File: src/design/tlpt_pkg.sv
// ----------------------------------------------------------------------------
// Page table update package
// Shared constants, field layouts and transaction types of the two-level
// page table update block.
// ----------------------------------------------------------------------------
package tlpt_pkg;

    localparam int TABLE_SLOTS = 16;

    localparam int IDX_W      = 10;
    localparam int OFFSET_W   = 12;
    localparam int ADDR_W     = 32;
    localparam int FRAME_W    = 20;
    localparam int PAGE_W     = 20;
    localparam int DIR_DEPTH  = 1 << IDX_W;

    localparam int SLOT_W     = (TABLE_SLOTS > 1) ? $clog2(TABLE_SLOTS) : 1;
    localparam int NF_W       = $clog2(TABLE_SLOTS + 1);
    localparam int TAB_DEPTH  = TABLE_SLOTS * DIR_DEPTH;
    localparam int TAB_AW     = $clog2(TAB_DEPTH);
    localparam int CLR_W      = TAB_AW + 1;
    localparam int DIR_W      = SLOT_W + 1;
    localparam int PTE_W      = FRAME_W + 2;

    localparam int QUEUE_DEPTH = 2;
    localparam int QPTR_W      = $clog2(QUEUE_DEPTH);
    localparam int QCNT_W      = $clog2(QUEUE_DEPTH + 1);

    localparam int CFG_IDX_W = 2;

    localparam logic [CFG_IDX_W-1:0] REG_DIRECTORY_READY = 2'd0;
    localparam logic [CFG_IDX_W-1:0] REG_PAGING_ON       = 2'd1;

    localparam logic OP_MAP   = 1'b0;
    localparam logic OP_UNMAP = 1'b1;

    typedef struct packed {
        logic              op;
        logic [ADDR_W-1:0] vaddr;
        logic [ADDR_W-1:0] paddr;
        logic              writable;
    } req_t;

    typedef struct packed {
        logic              ok;
        logic              invalidate;
        logic [PAGE_W-1:0] invalidate_page;
    } rsp_t;

    typedef struct packed {
        logic               op;
        logic               early_fail;
        logic [IDX_W-1:0]   dir_idx;
        logic [IDX_W-1:0]   tab_idx;
        logic [FRAME_W-1:0] frame;
        logic               writable;
    } item_t;

    typedef struct packed {
        logic              valid;
        logic [SLOT_W-1:0] slot;
    } dir_ent_t;

    typedef struct packed {
        logic [FRAME_W-1:0] frame;
        logic               writable;
        logic               present;
    } pte_t;

endpackage

File: src/design/tlpt_front.sv
// ----------------------------------------------------------------------------
// Page table update front end
// Accepts request transactions, checks alignment and directory readiness,
// and splits the addresses into directory index, table index and frame.
// ----------------------------------------------------------------------------
module tlpt_front (
    input  logic           req_valid,
    output logic           req_stall,
    input  tlpt_pkg::req_t req,
    input  logic           directory_ready,
    input  logic           clearing,
    input  logic           q_full,
    output logic           push,
    output tlpt_pkg::item_t push_item
);

    logic va_misaligned;
    logic pa_misaligned;

    assign va_misaligned = |req.vaddr[tlpt_pkg::OFFSET_W-1:0];
    assign pa_misaligned = |req.paddr[tlpt_pkg::OFFSET_W-1:0];

    assign req_stall = q_full || clearing;
    assign push      = req_valid && !req_stall;

    always_comb
    begin
        push_item.op         = req.op;
        push_item.early_fail = va_misaligned || !directory_ready ||
                               (req.op == tlpt_pkg::OP_MAP && pa_misaligned);
        push_item.dir_idx    = req.vaddr[31:22];
        push_item.tab_idx    = req.vaddr[21:12];
        push_item.frame      = req.paddr[31:12];
        push_item.writable   = req.writable;
    end

endmodule

File: config.mk
export PLATFORM = sky130hd
export DESIGN_NAME = tlpt_front
export DESIGN_NICKNAME = d
export VERILOG_FILES = /design/src/design/tlpt_pkg.sv /design/src/design/tlpt_front.sv
export SDC_FILE = /design/constraint.sdc
export NUM_CORES = 1
export LEC_CHECK = 0
export BUFFER_PORTS_ARGS = -buffer_cell sky130_fd_sc_hd__buf_4
export CAP_MARGIN = 10
export CELL_PAD_IN_SITES_DETAIL_PLACEMENT = 1
export CELL_PAD_IN_SITES_GLOBAL_PLACEMENT = 1
export CORE_MARGIN = 2
export CORE_UTILIZATION = 10
export DETAILED_ROUTE_END_ITERATION = 16
export PLACE_DENSITY_LB_ADDON = 0.25
export SETUP_SLACK_MARGIN = 0.2
export SYNTH_ARGS = -nofsm -noshare
export SYNTH_HDL_FRONTEND = slang
export SYNTH_SLANG_ARGS = --single-unit
File: constraint.sdc
create_clock -name vclk -period 1.06
set_input_delay 0.159 -clock vclk [all_inputs]
set_output_delay 0.159 -clock vclk [all_outputs]
set_load 0.01 [all_outputs]
# --- Yosys cells after proc, flatten, opt, wreduce, memory -nomap -nowiden ---
# Index checks and enable logic that the tools add are counted.
totals:
  ff_bits: 0
  in_bits: 70
  output_inout_bits: 45
  word_cells: 10
classes:
  n_bitwise: 1
  n_reduce_logical: 9
op_table:
  columns: ["cell", "n"]
  rows:
  - ["$reduce_or 12->1", 2]
  - ["$logic_or 1x1->1", 3]
  - ["$logic_and 1x1->1", 2]
  - ["$logic_not 1->1", 2]
  - ["$not 1->1", 1]

# --- Longest topological paths before layout ---
logic_depth:
  depth_word: 3
  ltp_mapped: 3
  depth_no_buf: 3

# --- Least setup slack after synthesis ---
# No wires, ideal clock.
synth_timing:
  path_type: "in2out"
  start: "input port req[3] (netlist name)"
  end: "output port push_item[41] (netlist name)"
  arrival_time_ns: 0.920
  required_ns: 0.901
  path_slack_ns: -0.019
  path_stages: 3
  path_buffers: 0
  cell_sequence: "nor4_1 > a31oi_1 > or3_1"
synth_lines:
  columns: ["element", "line_no", "rtl"]
  rows:
  - ["from (decl)", "tlpt_front.sv:9", "input tlpt_pkg::req_t req,"]
  - ["to (decl)", "tlpt_front.sv:14", "output tlpt_pkg::item_t push_item"]

==> flow_metrics.py <==
metrics = {
    "status": {
        "outcome": "finished with violations",
        "violations": "negative setup slack",
    },
    "die": {
        "io_pins": 115,
        "die_area_um2": 4473,
        "rows": 22,
        "die_w_um": 66.88,
        "chipHeight_um": 66.88,
        "core-area_um2": 3744,
        "start_util_pct": 10.56,
    },
    "grt": {
        "grt_pass1_vias": 289,
        "overflow": 0,
        "grt_pass1_wl_um": 1442,
        "grt_max_degree": 3,
        "antenna_found_initial": 0,
        "grt_use_total_pct": 4.062,
    },
    "setup_path": {
        "critPathMaxFanout": 1,
        "setup.worst_path.class": "in2out",
        "worst_setup_path_start_kind": "input pin",
        "critPathRequiredTime_ps": 900,
        "arrival_ps": 1150,
        "worst_setup_path_end_kind": "primary output",
    },
    "route": {
        "vias": 281,
        "drcViolationCount": 0,
        "drt-total-wl_um": 1117,
        "ant_nets": 0,
        "drt_iter0_markers": 5,
        "first_pass_iters": 2,
        "vias_per_cell": 2.958,
        "routedWlPerCell_um": 11.76,
    },
    "final_layout": {
        "clock_buffers": 0,
        "fin_nets": 119,
        "ff_latch_area_um2": 0,
        "area_growth_pct": 20.57,
        "final_util_pct": 12.73,
        "seq_cells": 0,
        "antenna_cells": 0,
        "drive_above_1_share_pct": 85.11,
    },
    "sta": {
        "max_freq_mhz": 762.2,
        "tns_ps": -252.0,
        "final-hold-violation-count": 0,
        "relSlewSlack_pct": 85.44,
        "maxSlewViolCount": 0,
        "period_share_pct": 123.8,
        "tightest_slew_ps": 216.4,
        "worst_slack_ps": -252.0,
        "finalSetupViolations": 1,
        "hold_ws_ps": 318.0,
        "min_period_ps": 1312,
        "rsz0062_at_grt": "true",
    },
    "synthesis": {
        "syn_inst": 56,
        "synth_most_common_cell": "buf_4",
        "netlist_top_cells_count": "42 x buf_4, 4 x nor4_1, 3 x nor2_1",
        "syn_avg_cell_area_um2": 7.060,
        "synth-warning-count": 0,
        "syn_nets": 126,
        "yosysSeqAreaShare_pct": 0,
        "netlist_area_um2": 395.4,
        "synth_cell_type_count": 10,
        "synthTopCellsByArea": "buf_4 80%, nor4_1 6.3%, nor4_2 3.2%, nor2_1 2.8%, a31oi_1 1.6%",
        "yosys.area.top_type": "buf_4",
        "synth_top_area_share_pct": 79.75,
    },
    "cts": {
        "cts_hold_buf": 0,
        "post_cts_buffers": 0,
    },
    "pwr": {
        "p_leak_uw": 0.0001971,
        "p_per_area_nw_per_um2": 286.8,
        "vdd_drop_max_mv": 0.05148,
        "fin_total_pwr_uw": 136.7,
    },
    "job": {
        "maxCapViolations": 0,
    },
    "place": {
        "pre_cts_ws_ps": -289.4,
        "io_buffers": 33,
        "gp_congestion": 0.6374,
    },
    "min_path": {
        "hp-class": "in2out",
    },
}
## critical path, stage by stage
cell and delay [ps]:
buf_6 100, nor4_4 260, a31oi_1 130, or3_4 380, buf_6 130
## layout make-up
class,instances,area [um2]
timing repair buffer,33,281.5
inverter,1,3.754
fill,464,3267
multi-input combinational,13,131.4
tap,48,60.06
## routing by layer
metal	part of all wire, %	global-route usage, %	vias up	routed length [um]
met1	27	4.100	131	305
met5	0	0	-	0
li1	-	-	121	-
met3	12	1.689	6	131
met2	60	7.500	23	666
met4	1.2	1.276	0	13
## repair_timing
item                                   in CTS  in global routing
setup endpoints to repair                   3                  2
pin swaps                                   7                  4
endpoints found under the hold margin       0                  0
gates resized for setup                    10                  3
## final timing paths
kind | start | end | slack, ps | depth (start not counted)
setup / recovery | req[5] | push_item[41] | -250 | 5
hold / removal | req[25] | push_item[13] | 320 | 0
## power by group
group | internal [uW] | switching (uW) | leakage, uW
Combinational | 95.4 | 41.3 | 0.000197
Sequential | 0 | 0 | 0
Clock | 0 | 0 | 0
Total | 95.4 | 41.3 | 0.000197
## cells in the final DEF, fill, tap and decap left out
cell,instances
buf_4,24
buf_6,9
nor4_4,3
nor2_1,2
a31oi_1,1
nor4_2,1
nand2_1,1
nor4_1,1
nand3_1,1
or3_4,1
or2_4,1
inv_1,1
nor2_2,1
## logic make-up (layout without fill, tap and decap cells)
group                  count (synthesis)  in the layout  share of synthesized area, %
buffers and inverters                 43             34                         80.69
and+or+nand+nor                       12             12                         17.72
AOI/OAI and AO/OA                      1              1                         1.583
## metrics by stage
stage / instances / area, um2
final: 95 / 476.7
after global routing: 95 / 476.7
after floorplan: 56 / 430.4
after CTS: 95 / 457.9
after global placement: 95 / 422.9
after detailed placement: 95 / 422.9
(Power assumes the default switching activity.)
