### config.mk
export PLATFORM = sky130hd
export DESIGN_NAME = tlpt_queue
export DESIGN_NICKNAME = d
export VERILOG_FILES = /design/src/design/tlpt_pkg.sv /design/src/design/tlpt_queue.sv
export SDC_FILE = /design/constraint.sdc
export NUM_CORES = 1
export LEC_CHECK = 0
export ABC_AREA = 1
export BUFFER_PORTS_ARGS = -buffer_cell sky130_fd_sc_hd__buf_2
export CAP_MARGIN = 20
export CORE_MARGIN = 2
export CORE_UTILIZATION = 54
export CTS_BUF_LIST = sky130_fd_sc_hd__clkbuf_4
export DETAILED_ROUTE_END_ITERATION = 10
export PLACE_DENSITY = 0.81
export SLEW_MARGIN = 0
export SYNTH_ARGS = -nofsm -noshare
export SYNTH_HDL_FRONTEND = slang
export SYNTH_SLANG_ARGS = --single-unit
### constraint.sdc
create_clock -name clk -period 3.6 [get_ports clk]
set_input_delay 0.18 -clock clk [delete_from_list [all_inputs] [get_ports clk]]
set_output_delay 0.18 -clock clk [all_outputs]
set_load 0.02 [all_outputs]
### src/design/tlpt_pkg.sv
// ----------------------------------------------------------------------------
// Page table update package
// Shared constants, field layouts and transaction types of the two-level
// page table update block.
// ----------------------------------------------------------------------------
package tlpt_pkg;

    localparam int TABLE_SLOTS = 16;

    localparam int IDX_W      = 10;
    localparam int OFFSET_W   = 12;
    localparam int ADDR_W     = 32;
    localparam int FRAME_W    = 20;
    localparam int PAGE_W     = 20;
    localparam int DIR_DEPTH  = 1 << IDX_W;

    localparam int SLOT_W     = (TABLE_SLOTS > 1) ? $clog2(TABLE_SLOTS) : 1;
    localparam int NF_W       = $clog2(TABLE_SLOTS + 1);
    localparam int TAB_DEPTH  = TABLE_SLOTS * DIR_DEPTH;
    localparam int TAB_AW     = $clog2(TAB_DEPTH);
    localparam int CLR_W      = TAB_AW + 1;
    localparam int DIR_W      = SLOT_W + 1;
    localparam int PTE_W      = FRAME_W + 2;

    localparam int QUEUE_DEPTH = 2;
    localparam int QPTR_W      = $clog2(QUEUE_DEPTH);
    localparam int QCNT_W      = $clog2(QUEUE_DEPTH + 1);

    localparam int CFG_IDX_W = 2;

    localparam logic [CFG_IDX_W-1:0] REG_DIRECTORY_READY = 2'd0;
    localparam logic [CFG_IDX_W-1:0] REG_PAGING_ON       = 2'd1;

    localparam logic OP_MAP   = 1'b0;
    localparam logic OP_UNMAP = 1'b1;

    typedef struct packed {
        logic              op;
        logic [ADDR_W-1:0] vaddr;
        logic [ADDR_W-1:0] paddr;
        logic              writable;
    } req_t;

    typedef struct packed {
        logic              ok;
        logic              invalidate;
        logic [PAGE_W-1:0] invalidate_page;
    } rsp_t;

    typedef struct packed {
        logic               op;
        logic               early_fail;
        logic [IDX_W-1:0]   dir_idx;
        logic [IDX_W-1:0]   tab_idx;
        logic [FRAME_W-1:0] frame;
        logic               writable;
    } item_t;

    typedef struct packed {
        logic              valid;
        logic [SLOT_W-1:0] slot;
    } dir_ent_t;

    typedef struct packed {
        logic [FRAME_W-1:0] frame;
        logic               writable;
        logic               present;
    } pte_t;

endpackage

### src/design/tlpt_queue.sv
// ----------------------------------------------------------------------------
// Page table update queue
// Short FIFO of classified items between the front end and the back end.
// ----------------------------------------------------------------------------
module tlpt_queue (
    input  logic            clk,
    input  logic            rst_n,
    input  logic            push,
    input  tlpt_pkg::item_t push_item,
    input  logic            pop,
    output tlpt_pkg::item_t head,
    output logic            full,
    output logic            empty
);

    tlpt_pkg::item_t                    slots_reg [tlpt_pkg::QUEUE_DEPTH];
    logic [tlpt_pkg::QPTR_W-1:0]        wr_ptr_reg;
    logic [tlpt_pkg::QPTR_W-1:0]        rd_ptr_reg;
    logic [tlpt_pkg::QCNT_W-1:0]        count_reg;
    logic [tlpt_pkg::QCNT_W-1:0]        count_next;

    assign full  = (count_reg == tlpt_pkg::QCNT_W'(tlpt_pkg::QUEUE_DEPTH));
    assign empty = (count_reg == '0);
    assign head  = slots_reg[rd_ptr_reg];

    always_comb
    begin
        count_next = count_reg;
        if (push && !pop)
        begin
            count_next = count_reg + 1'b1;
        end
        else if (pop && !push)
        begin
            count_next = count_reg - 1'b1;
        end
    end

    always_ff @(posedge clk or negedge rst_n)
    begin
        if (!rst_n)
        begin
            wr_ptr_reg <= '0;
            rd_ptr_reg <= '0;
            count_reg  <= '0;
        end
        else
        begin
            count_reg <= count_next;
            if (push)
            begin
                wr_ptr_reg <= wr_ptr_reg + 1'b1;
            end
            if (pop)
            begin
                rd_ptr_reg <= rd_ptr_reg + 1'b1;
            end
        end
    end

    always_ff @(posedge clk)
    begin
        if (push)
        begin
            slots_reg[wr_ptr_reg] <= push_item;
        end
    end

endmodule

### Word level (Yosys, flattened, before mapping)

Memories as Yosys holds them, arrays and structs flattened.
Index checks and enable logic that the tools add are counted.
Widths: inputs -> output; s select.

| operators by class | value |
|---|---|
| $add $sub $neg | 4 |
| equality and inequality tests | 1 |
| multiplexer cells | 4 |
| reduce and logical (&&, ||, !) cells | 6 |

Operators with widths:

| kind | count |
|---|---|
| $mux 2 | 2 |
| $add 1x1->1 const B | 2 |
| $add 2x1->2 const B | 1 |
| $eq 2x2->1 const B | 1 |
| $logic_and 1x1->1 | 2 |
| $logic_not 1->1 | 2 |
| $logic_not 2->1 | 1 |
| $mux 1 | 2 |
| $reduce_bool 2->1 | 1 |
| $sub 2x1->2 const B | 1 |

| storage, ports and cells | value |
|---|---|
| register bits after elaboration | 4 |
| bits in writable memories | 86 |
| bits of input ports | 47 |
| output and inout port bits | 45 |
| logic and storage cells | 19 |
| memories | 1 |

Memories:

| name | words | width | rd ports | clocked after Yosys merged registers in | write ports | line | text |
|---|---|---|---|---|---|---|---|
| slots_reg | 2 | 43 | 1 | 0 | 1 | tlpt_queue.sv:16 | `tlpt_pkg::item_t slots_reg [tlpt_pkg::QUEUE_DEPTH];` |

### Longest topological paths before layout

| depth | value |
|---|---|
| word-level depth | 4 |
| gate-level depth with buffers | 7 |
| mapped depth without buffers | 7 |

### Worst setup path after synthesis

No wires, ideal clock.

| path | value |
|---|---|
| kind | register to register |
| start point | reg wr_ptr_reg |
| end point | mem slots_reg[0][0] in the netlist's numbering, enable pin |
| library setup time | 444 ps |
| data arrival time | 2219 ps |
| data required time | 3156 ps |
| path slack | 936 ps |
| cell stages (with the launch flop) | 2 |
| clock period less this slack | 2664 ps |
| path through | dfrtp_1 > nor2_1 |

RTL lines:

| what | line | text |
|---|---|---|
| start, declared | tlpt_queue.sv:17 | `logic [tlpt_pkg::QPTR_W-1:0] wr_ptr_reg;` |
| start signal, assigned | tlpt_queue.sv:52 | `wr_ptr_reg <= wr_ptr_reg + 1'b1;` |
| end, declared | tlpt_queue.sv:16 |  |

No word-level cell before the write port.

==> results.md <==
* Largest cells by area after synthesis: edfxtp_1 (74%), mux2_4 (17%), dfrtp_1 (2.9%)
* Fin crit share at just over 60%
* Worst slack, placed at 1.73 ns
* Sequential cell area fraction in the yosys report at 76.4%
* Initial antenna violation count at 0
* Post-synthesis xor/xnor area fraction at 0.748%
* Chip width at 84.6 um
* Maximum vdd ir drop at around 0.47 mV
* Power density cells at just over 700 nW/um^2
* Final min period at 2.17 ns
* Post-synthesis instance area at 3510 sq um
* Core area at 6310 sq um
* Synth cell types at 14
* Worst Path Arrival at 1.99 ns
* Critical Path, Cell by Cell: buf_4 > mux2_2 > buf_2
* Starting Density at 55.6%
* CTS resizes at 0
* Post-DP HPWL at 3710 um
* CP startpoint: rd_ptr_reg$_DFFE_PN0P_
* Placed instance count at 326
* WL/cell at about 16 um
* # port buffers at just over 90
* Mapped Cells at 159
* Clk buf depth at 2
* Synthesized Nets at 207
* Vias in the first global route at 1966
* Crit Path Class: reg -> out
* Synthesized flop and latch total at 90
* Worst Skew at 0.0192 ns
* Outcome: completed
* Slew headroom at about 53%
* Top-area cell type share of the netlist area at 73.6%
* Worst-Skew Late Latency at about 0.42 ns
* Compound-cell area share of the yosys netlist at 0%
* WP data required at between 3 and 4 ns
* H-tree depth at 3
* Clk slew on worst S/H paths at 0.12 ns
* Sink Count at 90
* Row cnt at 29
* Max reg flops at 86
* EDFF count, synth at 86
* Die area at 7160 sq um
* YS warnings at 0
* F_max at 461 MHz
* Layout Nets at 354
* Synth Area in Adders at less than 1%
* Post-DRT Antenna Nets at 0
* Setup Fix Bufs, Post-CTS at 0
* Main synth FF type: edfxtp_1
* Hold Buf Count CTS at 46
* Worst-path maximum fanout at 20
* Hold Fails Final Rpt at 0
* Setup_tns at 0 ns
* Num CTS Buffers at 9
* Post-Route WL at 6030 um
* Vias per cell at 4.91
* First-pass GRT wire length at 9590 um
* Worst Setup Start Kind: flop
* Commonest cells in the netlist: edfxtp_1 (86), mux2_4 (39), inv_1 (7), nand2_1 (5)
* Most common cell in the netlist: edfxtp_1
* Worst Setup End Kind: output pin
* Fin. max-slew vios at 0
* Final setup viols at 0
* Post-Synth Simple-Gate Area at 1.18%
* Area growth syn-to-layout at 31.9%
* Setup ws final at 1.43 ns
* TritonRoute pass-1 iters at 4
* Cell taking the most area after synthesis: edfxtp_1
* HP Class: in -> async
* GRT Residual Overflow at 0
* Syn_area_per_cell at 22.1 sq um
* Slowest stage cell on the critical path: dfrtp_2
* Measured slew at the worst slew-check pin at a little over 0.7 ns
* Layout Cells excl Fill at 388
* Diode count at 0
* Clock root buffer: clkbuf_4
* IO Pins at 92
* CTS tree: built
* CP peak stage delay at 0.63 ns
* Largest net degree at the start of global routing at 25
* Leakage power at slightly below 2 nW
* Die Y at 84.6 um
* 1st-iter DRT viols at 136
* Share of cells above drive strength 1 at about half
* GP Congestion at about 0.73
* RSZ-0062 raised after global routing: no
* FF-to-FF Start: wr_ptr_reg$_DFFE_PN0P_
* Largest family of logic cells by synthesized area: multiplexers
* Via count at 1904
* Share of flip-flops with an asynchronous set or reset at 4.44%
* Max_cap viols at 0
* Mux cell area share after synthesis at between 10% and 20%
* Residual DRC count at 0
* Gr usage total at 17.9%
routing by layer:
metal / up-vias / part of all wire, % / global-route usage [%]
met1: 927 / 40 / 21.7
met4: 0 / 1.3 / 7.36
met2: 67 / 53 / 31.2
li1: 902 / - / -
met5: - / 0 / 0
met3: 8 / 5.1 / 4.03
metrics by stage:
step	hold slack, ns	power, mW	area (sq um)	utilization, %
floorplan	-0.116	2.47	3510	-
detailed placement	-0.00758	2.70	4010	63.5
global placement	-0.0107	2.68	4010	63.5
CTS	0.0565	3.34	4630	73.4
finish	0.0814	3.32	4630	73.4
global route	0.0568	3.47	4630	73.4
area by class of cell:
class                      count  area (sq um)
sequential                    90          2680
clock buffer                  11          82.6
fill                         402          1680
tap                           77          96.3
timing repair buffer         141           946
multi-input combinational     57           718
clock inverter                 5          78.8
inverter                       7          26.3
cell usage in the layout (no fill, tap or decap), drive strengths merged:
| cell type | n |
|---|---|
| buf | 95 |
| bufinv | 2 |
| clkbuf | 11 |
| clkinv | 4 |
| dfrtp | 4 |
| dlygate4sd3 | 46 |
| edfxtp | 86 |
| ha | 1 |
| inv | 6 |
| mux2 | 43 |
| nand2 | 5 |
| nand3 | 1 |
| nand4 | 1 |
| nor2 | 3 |
| xnor2 | 1 |
| xor2 | 2 |
path summary, 6_finish.rpt:
path | endpoint | slack [ns] | depth (start not counted)
max | head[28] | 1.43 | 3
min | rd_ptr_reg$_DFFE_PN0P_ | 0.08 | 2
max reg2reg | slots_reg[1][42]$_DFFE_PP_ | 1.77 | 3
min reg2reg | count_reg[1]$_DFFE_PN0P_ | 0.52 | 2
max in group asynchronous | rd_ptr_reg$_DFFE_PN0P_ | 3.39 | 2
min in group clk | slots_reg[1][6]$_DFFE_PP_ | 0.48 | 2
cell families (layout without fill, tap and decap cells):
group / count (synthesis) / in the layout
flip-flops: 90 / 90
AND/OR/NAND/NOR: 10 / 10
adder cells (fa/ha/maj): 1 / 1
XOR/XNOR: 3 / 3
multiplexers: 43 / 43
buffers and inverters: 12 / 164
power breakdown:
| group | internal (mW) | total [mW] | switching [mW] |
|---|---|---|---|
| clock network | 0.297 | 0.606 | 0.309 |
| logic | 0.567 | 1.22 | 0.653 |
| registers | 1.39 | 1.49 | 0.100 |
| total | 2.26 | 3.32 | 1.06 |
critical path: cells and delay by family (launching register included):
family | cells | cell delay, ns
DFF | 1 | 0.63
buffers and inverters | 2 | 0.56
muxes | 1 | 0.38
Note: power is estimated with default switching activity, not from simulation.
